**config.mk**
```make
export PLATFORM = sky130hd
export DESIGN_NAME = audio_bit_crusher_unit
export DESIGN_NICKNAME = d
export VERILOG_FILES = /design/src/design/bc_pkg.sv /design/src/design/bc_ram.sv /design/src/design/bc_phase.sv /design/src/design/bc_quant.sv /design/src/design/audio_bit_crusher_unit.sv
export SDC_FILE = /design/constraint.sdc
export NUM_CORES = 2
export LEC_CHECK = 0
export ABC_AREA = 1
export BUFFER_PORTS_ARGS = -buffer_cell sky130_fd_sc_hd__buf_2
export CORE_ASPECT_RATIO = 1.75
export CORE_MARGIN = 5
export CORE_UTILIZATION = 25
export DETAILED_ROUTE_END_ITERATION = 12
export GPL_TIMING_DRIVEN = 0
export PLACE_DENSITY_LB_ADDON = 0.25
export SLEW_MARGIN = 30
export SYNTH_ARGS = -nofsm -noshare
export SYNTH_HDL_FRONTEND = slang
export SYNTH_SLANG_ARGS = --single-unit
```
**constraint.sdc**
```tcl
create_clock -name clk -period 15.06 [get_ports clk]
set_input_delay 1.506 -clock clk [delete_from_list [all_inputs] [get_ports clk]]
set_output_delay 1.506 -clock clk [all_outputs]
set_load 0.01 [all_outputs]
```
**src/design/bc_pkg.sv**
```systemverilog
// Shared types, constants and the reciprocal table for the bit crusher.
`timescale 1ns / 1ps

package bc_pkg;

    // Default number of voices with a held store entry
    localparam int VOICES_DEF = 8;

    // Field widths of the item and the configuration port
    localparam int VOICE_W  = 3;
    localparam int SAMPLE_W = 32;
    localparam int CFG_W    = 18;
    localparam int COUNT_W  = 24;

    // Phase counter limits (Q16)
    localparam logic [COUNT_W-1:0] ONE_Q16   = 24'd65536;
    localparam logic [COUNT_W-1:0] COUNT_MAX = 24'hFFFFFF;

    // Depth limits and the top bit position that the depth counts from
    localparam int DEPTH_MAX = 24;
    localparam int KEEP_TOP  = 26;

    // Configuration register indexes
    localparam logic [1:0] CFG_RATE_FRACTION = 2'd0;
    localparam logic [1:0] CFG_RATE_MOD_GAIN = 2'd1;
    localparam logic [1:0] CFG_BIT_DEPTH     = 2'd2;
    localparam logic [1:0] CFG_BITS_MOD_GAIN = 2'd3;

    // Configuration register set
    typedef struct packed {
        logic        [16:0] rate_fraction;
        logic signed [17:0] rate_mod_gain;
        logic        [4:0]  bit_depth;
        logic signed [17:0] bits_mod_gain;
    } cfg_t;

    // Rounded 2^24 / depth, depth 1..24
    function automatic logic [24:0] inv_depth(input logic [4:0] depth);
        logic [24:0] val;
        unique case (depth)
            5'd1:    val = 25'd16777216;
            5'd2:    val = 25'd8388608;
            5'd3:    val = 25'd5592405;
            5'd4:    val = 25'd4194304;
            5'd5:    val = 25'd3355443;
            5'd6:    val = 25'd2796203;
            5'd7:    val = 25'd2396745;
            5'd8:    val = 25'd2097152;
            5'd9:    val = 25'd1864135;
            5'd10:   val = 25'd1677722;
            5'd11:   val = 25'd1525201;
            5'd12:   val = 25'd1398101;
            5'd13:   val = 25'd1290555;
            5'd14:   val = 25'd1198373;
            5'd15:   val = 25'd1118481;
            5'd16:   val = 25'd1048576;
            5'd17:   val = 25'd986895;
            5'd18:   val = 25'd932068;
            5'd19:   val = 25'd883011;
            5'd20:   val = 25'd838861;
            5'd21:   val = 25'd798915;
            5'd22:   val = 25'd762601;
            5'd23:   val = 25'd729444;
            5'd24:   val = 25'd699051;
            default: val = 25'd0;
        endcase
        return val;
    endfunction

endpackage

```
**src/design/bc_ram.sv**
```systemverilog
// Generic single-port-write, single-port-read RAM with registered read data.
`timescale 1ns / 1ps

module bc_ram #(
    parameter int WIDTH  = 32,
    parameter int DEPTH  = 8,
    parameter int ADDR_W = (DEPTH > 1) ? $clog2(DEPTH) : 1
) (
    input  logic              clk,
    input  logic              we,
    input  logic [ADDR_W-1:0] waddr,
    input  logic [WIDTH-1:0]  wdata,
    input  logic              re,
    input  logic [ADDR_W-1:0] raddr,
    output logic [WIDTH-1:0]  rdata
);

    logic [WIDTH-1:0] mem [DEPTH];
    logic [WIDTH-1:0] rdata_reg;

    // Write port
    always_ff @(posedge clk)
    begin
        if (we)
        begin
            mem[waddr] <= wdata;
        end
    end

    // Read port, hold data between reads
    always_ff @(posedge clk)
    begin
        if (re)
        begin
            rdata_reg <= mem[raddr];
        end
    end

    assign rdata = rdata_reg;

endmodule

```
**src/design/bc_phase.sv**
```systemverilog
// Shared phase counter: rate increment, clamp and hold trigger.
`timescale 1ns / 1ps

module bc_phase
    import bc_pkg::*;
(
    input  logic               clk,
    input  logic               rst_n,
    input  logic               fire,
    input  cfg_t               cfg,
    input  logic signed [31:0] rate_cv,
    output logic               latch
);

    logic [COUNT_W-1:0] phase_reg;
    logic [COUNT_W-1:0] phase_next;
    logic signed [49:0] rate_prod;
    logic signed [25:0] rate_adj;
    logic signed [27:0] sum;
    logic [COUNT_W-1:0] clamped;

    // Scale the control value, floor by 2^24
    assign rate_prod = $signed(cfg.rate_mod_gain) * $signed(rate_cv);
    assign rate_adj  = rate_prod[49:24];

    assign sum = 28'($signed({1'b0, phase_reg}))
               + 28'($signed({1'b0, cfg.rate_fraction}))
               + 28'(rate_adj);

    // Clamp to the counter range
    always_comb
    begin
        if (sum[27])
        begin
            clamped = '0;
        end
        else if (sum > 28'(COUNT_MAX))
        begin
            clamped = COUNT_MAX;
        end
        else
        begin
            clamped = sum[COUNT_W-1:0];
        end
    end

    // Wrap past 1.0 and flag a hold
    assign latch      = (clamped > ONE_Q16);
    assign phase_next = latch ? (clamped - ONE_Q16) : clamped;

    // Advance once per processed item
    always_ff @(posedge clk or negedge rst_n)
    begin
        if (!rst_n)
        begin
            phase_reg <= '0;
        end
        else if (fire)
        begin
            phase_reg <= phase_next;
        end
    end

endmodule

```
**src/design/bc_quant.sv**
```systemverilog
// Active depth, bit clearing, reciprocal offset and saturation of the held sample.
`timescale 1ns / 1ps

module bc_quant
    import bc_pkg::*;
(
    input  cfg_t               cfg,
    input  logic signed [31:0] bits_cv,
    input  logic [31:0]        held,
    output logic [31:0]        sample_out
);

    logic signed [49:0] bits_prod;
    logic signed [51:0] total;
    logic [11:0]        depth_hi;
    logic [4:0]         depth;
    logic [4:0]         shift;
    logic [31:0]        mask;
    logic [31:0]        kept;
    logic signed [32:0] res;

    // Depth in Q40 before truncation
    assign bits_prod = $signed(cfg.bits_mod_gain) * $signed(bits_cv);
    assign total     = $signed({7'b0, cfg.bit_depth, 40'b0}) + 52'(bits_prod);
    assign depth_hi  = total[51:40];

    // Truncate and saturate to 1..24
    always_comb
    begin
        if (total[51] || (depth_hi == 12'd0))
        begin
            depth = 5'd1;
        end
        else if (depth_hi > 12'(DEPTH_MAX))
        begin
            depth = 5'(DEPTH_MAX);
        end
        else
        begin
            depth = depth_hi[4:0];
        end
    end

    // Clear the bits below the active depth
    assign shift = 5'(KEEP_TOP) - depth;
    assign mask  = (32'd1 << shift) - 32'd1;
    assign kept  = held & ~mask;

    // Add the offset, saturate at the top
    assign res = 33'($signed(kept)) + 33'($signed({1'b0, inv_depth(depth)}));
    assign sample_out = (!res[32] && res[31]) ? 32'h7FFFFFFF : res[31:0];

endmodule

```
**src/design/audio_bit_crusher_unit.sv**
```systemverilog
// Bit crusher top level: handshakes, configuration, held store and result register.
// Pipeline: an accepted item waits in the input register and moves into the result
// register once that is free or being taken; one item per cycle while out_stall is low.
// The phase counter update is a feedback loop through the phase register in the input-to-result stage.
// Reset: configuration returns to 65536, 0, 24, 0, the phase counter to zero and
// every held entry reads as zero until written, through a valid bit per voice.
`timescale 1ns / 1ps

module audio_bit_crusher_unit
    import bc_pkg::*;
#(
    parameter int VOICES = VOICES_DEF
) (
    input  logic               clk,
    input  logic               rst_n,
    // input item channel
    input  logic               in_valid,
    output logic               in_stall,
    input  logic [2:0]         voice,
    input  logic signed [31:0] sample_in,
    input  logic signed [31:0] rate_cv,
    input  logic signed [31:0] bits_cv,
    // result item channel
    output logic               out_valid,
    input  logic               out_stall,
    output logic signed [31:0] sample_out,
    // configuration write channel
    input  logic               cfg_valid,
    output logic               cfg_ready,
    input  logic [1:0]         cfg_index,
    input  logic [17:0]        cfg_data
);

    localparam int AW = (VOICES > 1) ? $clog2(VOICES) : 1;

    cfg_t cfg_reg;

    logic              s1_valid_reg;
    logic [2:0]        s1_voice_reg;
    logic [31:0]       s1_sample_reg;
    logic signed [31:0] s1_rate_cv_reg;
    logic signed [31:0] s1_bits_cv_reg;
    logic              s1_byp_reg;
    logic [31:0]       s1_byp_data_reg;
    logic              s1_ent_vld_reg;

    logic              out_valid_reg;
    logic [31:0]       sample_out_reg;

    logic [VOICES-1:0] vld_reg;

    logic              out_ready;
    logic              fire;
    logic              s1_ready;
    logic              accept;
    logic              latch;
    logic              we;
    logic              in_range_in;
    logic              s1_in_range;
    logic [AW-1:0]     raddr;
    logic [AW-1:0]     waddr;
    logic [31:0]       ram_rdata;
    logic [31:0]       held_store;
    logic [31:0]       held;
    logic [31:0]       quant_out;

    // Handshake control
    assign out_ready = !out_valid_reg || !out_stall;
    assign fire      = s1_valid_reg && out_ready;
    assign s1_ready  = !s1_valid_reg || fire;
    assign accept    = in_valid && s1_ready;
    assign in_stall  = !s1_ready;
    assign cfg_ready = 1'b1;

    // Configuration registers
    always_ff @(posedge clk or negedge rst_n)
    begin
        if (!rst_n)
        begin
            cfg_reg.rate_fraction <= 17'd65536;
            cfg_reg.rate_mod_gain <= '0;
            cfg_reg.bit_depth     <= 5'd24;
            cfg_reg.bits_mod_gain <= '0;
        end
        else if (cfg_valid)
        begin
            unique case (cfg_index)
                CFG_RATE_FRACTION: cfg_reg.rate_fraction <= cfg_data[16:0];
                CFG_RATE_MOD_GAIN: cfg_reg.rate_mod_gain <= $signed(cfg_data);
                CFG_BIT_DEPTH:     cfg_reg.bit_depth     <= cfg_data[4:0];
                CFG_BITS_MOD_GAIN: cfg_reg.bits_mod_gain <= $signed(cfg_data);
            endcase
        end
    end

    // Voice addressing
    assign in_range_in = (32'(voice) < VOICES);
    assign s1_in_range = (32'(s1_voice_reg) < VOICES);
    assign raddr       = AW'(voice);
    assign waddr       = AW'(s1_voice_reg);
    assign we          = fire && latch && s1_in_range;

    // Held sample store
    bc_ram #(
        .WIDTH (32),
        .DEPTH (VOICES),
        .ADDR_W(AW)
    ) u_held (
        .clk  (clk),
        .we   (we),
        .waddr(waddr),
        .wdata(s1_sample_reg),
        .re   (accept),
        .raddr(raddr),
        .rdata(ram_rdata)
    );

    // Entry valid bits, set on first write
    always_ff @(posedge clk or negedge rst_n)
    begin
        if (!rst_n)
        begin
            vld_reg <= '0;
        end
        else if (we)
        begin
            vld_reg[waddr] <= 1'b1;
        end
    end

    // Input register: control
    always_ff @(posedge clk or negedge rst_n)
    begin
        if (!rst_n)
        begin
            s1_valid_reg <= 1'b0;
        end
        else if (s1_ready)
        begin
            s1_valid_reg <= in_valid;
        end
    end

    // Input register: payload, with bypass of a write landing on the same edge
    always_ff @(posedge clk)
    begin
        if (accept)
        begin
            s1_voice_reg    <= voice;
            s1_sample_reg   <= sample_in;
            s1_rate_cv_reg  <= rate_cv;
            s1_bits_cv_reg  <= bits_cv;
            s1_byp_reg      <= we && in_range_in && (waddr == raddr);
            s1_byp_data_reg <= s1_sample_reg;
            s1_ent_vld_reg  <= in_range_in && vld_reg[raddr];
        end
    end

    // Phase counter
    bc_phase u_phase (
        .clk    (clk),
        .rst_n  (rst_n),
        .fire   (fire),
        .cfg    (cfg_reg),
        .rate_cv(s1_rate_cv_reg),
        .latch  (latch)
    );

    // Select the held value this item sees
    always_comb
    begin
        if (s1_byp_reg)
        begin
            held_store = s1_byp_data_reg;
        end
        else if (s1_ent_vld_reg)
        begin
            held_store = ram_rdata;
        end
        else
        begin
            held_store = '0;
        end
    end

    always_comb
    begin
        if (!s1_in_range)
        begin
            held = '0;
        end
        else if (latch)
        begin
            held = s1_sample_reg;
        end
        else
        begin
            held = held_store;
        end
    end

    // Quantiser
    bc_quant u_quant (
        .cfg       (cfg_reg),
        .bits_cv   (s1_bits_cv_reg),
        .held      (held),
        .sample_out(quant_out)
    );

    // Result register: control
    always_ff @(posedge clk or negedge rst_n)
    begin
        if (!rst_n)
        begin
            out_valid_reg <= 1'b0;
        end
        else if (fire)
        begin
            out_valid_reg <= 1'b1;
        end
        else if (!out_stall)
        begin
            out_valid_reg <= 1'b0;
        end
    end

    // Result register: payload
    always_ff @(posedge clk)
    begin
        if (fire)
        begin
            sample_out_reg <= quant_out;
        end
    end

    assign out_valid  = out_valid_reg;
    assign sample_out = $signed(sample_out_reg);

endmodule

```
==> impl_results.rst <==
.. list-table::
   :header-rows: 1

   * - Metric
     - Value
   * - Pin count of the biggest net entering global routing
     - 71
   * - R2r startpoint
     - s1_bits_cv_reg[31]$_DFFE_PP_
   * - Slew margin rel.
     - 0.299
   * - Arithmetic-cell share of the synthesized area counting full adders, half adders and majority gates
     - 0.395
   * - Synth Area in Compound Gates
     - 0.0527
   * - Reported max-cap violation count
     - 0
   * - Critical-path cell with the highest stage delay
     - fa_1
   * - Number of port buffers
     - 157
   * - Library cell occupying the most area in the post-synthesis netlist
     - fa_1
   * - Worst Path Required
     - 15480 ps
   * - Fillers
     - between 20000 and 30000
   * - Maximum clock frequency
     - around 70 MHz
   * - Total routed wirelength
     - ~240000 um
   * - Via density per instance
     - 4.39
   * - I/O pin total
     - approximately 160
   * - Number of violations reported at the end of detailed-routing iteration 0
     - 2900
   * - Critical Path Sink
     - sample_out[1]$_SDFFCE_PP1P_
   * - Wire length of the first global-routing pass
     - approximately 350000 um
   * - Gr ovfl total
     - 0
   * - Cell area after synthesis
     - ~66000 um^2
   * - Wire length per cell
     - around 21 um
   * - Root Buffer Master
     - clkbuf_16
   * - Run status
     - finished, final reports clean
   * - Top cells by area in the synthesized netlist
     - fa_1, edfxtp_1, inv_1, nand2_1, ha_1
   * - Launching element of the worst setup path
     - s1_bits_cv_reg[31]$_DFFE_PP_
   * - Vertical extent of the die
     - between 600 and 700 um
   * - DRC viols
     - 0
   * - Die area
     - between 200000 and 300000 um^2
   * - Sequential fraction of the synthesis area
     - 0.240
   * - CTS HTree Levels
     - 2
   * - Critical Path AT
     - 14790 ps
   * - Clock tree from TritonCTS
     - built
   * - Biggest fanout along the worst timing path
     - 10
   * - Category of the worst setup path capture point
     - flop
   * - Aggregate global-route resource usage
     - 0.171
   * - Final net count
     - 9400
   * - Vias in the first global route
     - 55600
   * - Critical Path Max Stage Delay
     - 920 ps
   * - XOR/XNOR Fraction of Synth Area
     - 0.0186
   * - Clock Path Buffers
     - 3
   * - Effective utilization at floorplan
     - 0.251
   * - 1st-pass router iterations
     - 6
   * - Final setup TNS
     - 0 ps
   * - GP Congestion
     - 0.934
   * - Length in cells of the worst reg-to-reg path
     - 60
   * - Slew @ Worst Pin
     - about 1100 ps
   * - Antenna viol nets, final
     - 0
   * - Setup CP Type
     - reg2reg
   * - Worst reg2reg endpoint
     - sample_out[1]$_SDFFCE_PP1P_
   * - Number of hold-slack violations in the final timing report
     - 0
   * - Post-CTS Hold Buffers
     - 0
   * - Pins Over Slew Limit
     - 0
   * - Register bit total from synthesis
     - between 500 and 600
   * - Tightest Hold Check Type
     - reg2reg
   * - Simple-gate share of the synthesized area
     - 0.166
   * - Syn. warnings
     - 0
   * - Dominant register cell in the synthesized netlist
     - edfxtp_1
   * - Synthesized netlist cell count
     - 7637
   * - Post-synthesis area per instance
     - ~8.7 um^2
   * - Syn-to-layout area delta
     - 11.9%
   * - Final setup violation count
     - 0
   * - Flip-flop count of the largest register, all copies and words added
     - roughly 260
   * - Portion of the clock cycle consumed by the worst path in the final layout
     - 0.954
   * - FFs w/ async S/R, synth
     - 0.169
   * - Register clock-pin slew on the reported worst setup and hold paths
     - 70 ps
   * - Half-perimeter wire length after detailed placement
     - 198000 um
   * - Horizontal die dimension
     - ~400 um
   * - Most frequent cell on the critical path
     - nand2_1
   * - Clock skew
     - between 90 and 100 ps
   * - Highest-count cells in the layout ignoring fill and taps
     - inv_1, nand2_1, fa_1, nor2_1, edfxtp_1
   * - Source-to-sink clock delay at the later pin of the worst-skew pair
     - approximately 760 ps
   * - Core area
     - about 260000 um^2
   * - Proportion of netlist area held by the largest area contributor
     - 0.337
   * - Synthesized net count
     - slightly above 9000
   * - Most common library cell in the layout ignoring fill and taps
     - inv_1
   * - Post-synth cell types
     - slightly below 60
   * - Number of enable flip-flop cells after synthesis
     - 453
   * - Number of CTS-inserted buffers
     - 53
   * - Fraction of final layout cells sized beyond drive strength 1
     - 0.0774
   * - Number of antenna violations at the first check in global routing
     - 18
   * - Row count
     - between 200 and 300
   * - Final critical-path required period
     - 14370 ps
   * - Via count
     - ~50000
   * - Total number of clock tree sinks
     - roughly 550
   * - Reg-to-reg setup timing slack
     - 690 ps
   * - Combinational family with the most area after synthesis
     - adder cells
   * - Crit start category
     - flop
   * - Fraction of synthesized area in multiplexers
     - 0
==> routing by layer <==
| metal | vias to the layer above | wire length [um] | global-route usage | part of all wire |
|---|---|---|---|---|
| li1 | 23100 | - | - | - |
| met1 | 25200 | 78500 | 0.168 | 0.33 |
| met2 | 1300 | 129000 | 0.334 | 0.55 |
| met3 | 589 | 7650 | 0.0164 | 0.033 |
| met4 | 8 | 19600 | 0.113 | 0.083 |
| met5 | - | 54 | 0 | 0.00023 |
==> synth_stat cells, types with 4 or more instances <==
master / count
nor2_4: 8
buf_2: 13
inv_2: 19
buf_1: 22
a21o_1: 7
nor3_2: 4
nor2_1: 475
a22o_1: 4
a31oi_1: 42
dfrtp_1: 89
o21ai_0: 297
nand3_1: 122
nor4_1: 4
fa_1: 1117
inv_1: 1854
xnor2_1: 48
nand4_1: 30
clkbuf_1: 323
nand2_2: 19
a21oi_1: 167
nor3_1: 34
nor2_2: 13
nand3b_1: 7
a211oi_1: 15
o31ai_1: 5
o211ai_1: 5
o22ai_1: 37
ha_1: 308
xor2_1: 93
or2_2: 42
nand2_1: 1827
a221oi_1: 14
o21bai_1: 9
buf_6: 6
edfxtp_1: 453
a22oi_1: 13
nand3_2: 51
==> repair_timing <==
| item | 4_1_cts | 5_1_grt |
|---|---|---|
| setup endpoints to repair | 32 | 32 |
| resized for setup | 100 | 61 |
| pin swaps | 0 | 1 |
| buffers inserted | 19 | 9 |
==> critical path, delay by kind of cell (launching register included) <==
| kind | cells | cell delay (ps) |
|---|---|---|
| adders and majority gates | 10 | 4810 |
| and+or+nand+nor | 24 | 3170 |
| buffers and inverters | 14 | 2910 |
| AOI/OAI and AO/OA | 11 | 2280 |
| DFF | 1 | 450 |
| xor gates and xnor gates | 1 | 380 |
==> area by class of cell <==
type,instances,area [um^2],area share
multi-input cells,4851,42100,0.568
clock inverters,43,472,0.00635
diodes,8,20.0,0.000270
well taps,3528,4410,0.0595
repair buffers,197,1330,0.0179
plain buffers,329,1480,0.0200
inverters,1874,7050,0.0949
flip-flops and latches,545,15900,0.215
clock buffers,57,1380,0.0186
==> worst min-delay path by stage <==
stage | start | to | slack, ps | cells past startpoint
after global placement | vld_reg[1]$_DFFE_PN0P_ | vld_reg[1]$_DFFE_PN0P_ | 440 | 2
final | s1_valid_reg$_DFFE_PN0N_ | out_valid$_DFFE_PN0P_ | 470 | 2
after CTS | vld_reg[4]$_DFFE_PN0P_ | vld_reg[4]$_DFFE_PN0P_ | 470 | 1
after global routing | vld_reg[4]$_DFFE_PN0P_ | vld_reg[4]$_DFFE_PN0P_ | 480 | 1
after detailed placement | vld_reg[4]$_DFFE_PN0P_ | vld_reg[4]$_DFFE_PN0P_ | 450 | 1
after floorplan | vld_reg[2]$_DFFE_PN0P_ | vld_reg[2]$_DFFE_PN0P_ | 430 | 2
==> cell families after synthesis <==
| family | count (synthesis) |
|---|---|
| fa+ha+maj | 1425 |
| other cells | 1 |
| xor+xnor | 141 |
| compound gates | 630 |
| buf+inv | 2241 |
| simple gates | 2654 |
| flops | 545 |
==> stage by stage <==
stage	hold WS (ps)	cells	utilization	worst slack [ps]	instance area [um^2]
after floorplan	427	7637	-	2690	66400
after global placement	442	11300	0.270	-2370	71600
after CTS	468	11400	0.280	1.04	74000
after detailed placement	451	11300	0.272	-2450	72000
after global routing	483	11400	0.280	-47.8	74200
final	466	11400	0.281	687	74200
Power is not shown: default switching activity piles up to over one toggle a cycle in this logic, so the estimate is an artifact.
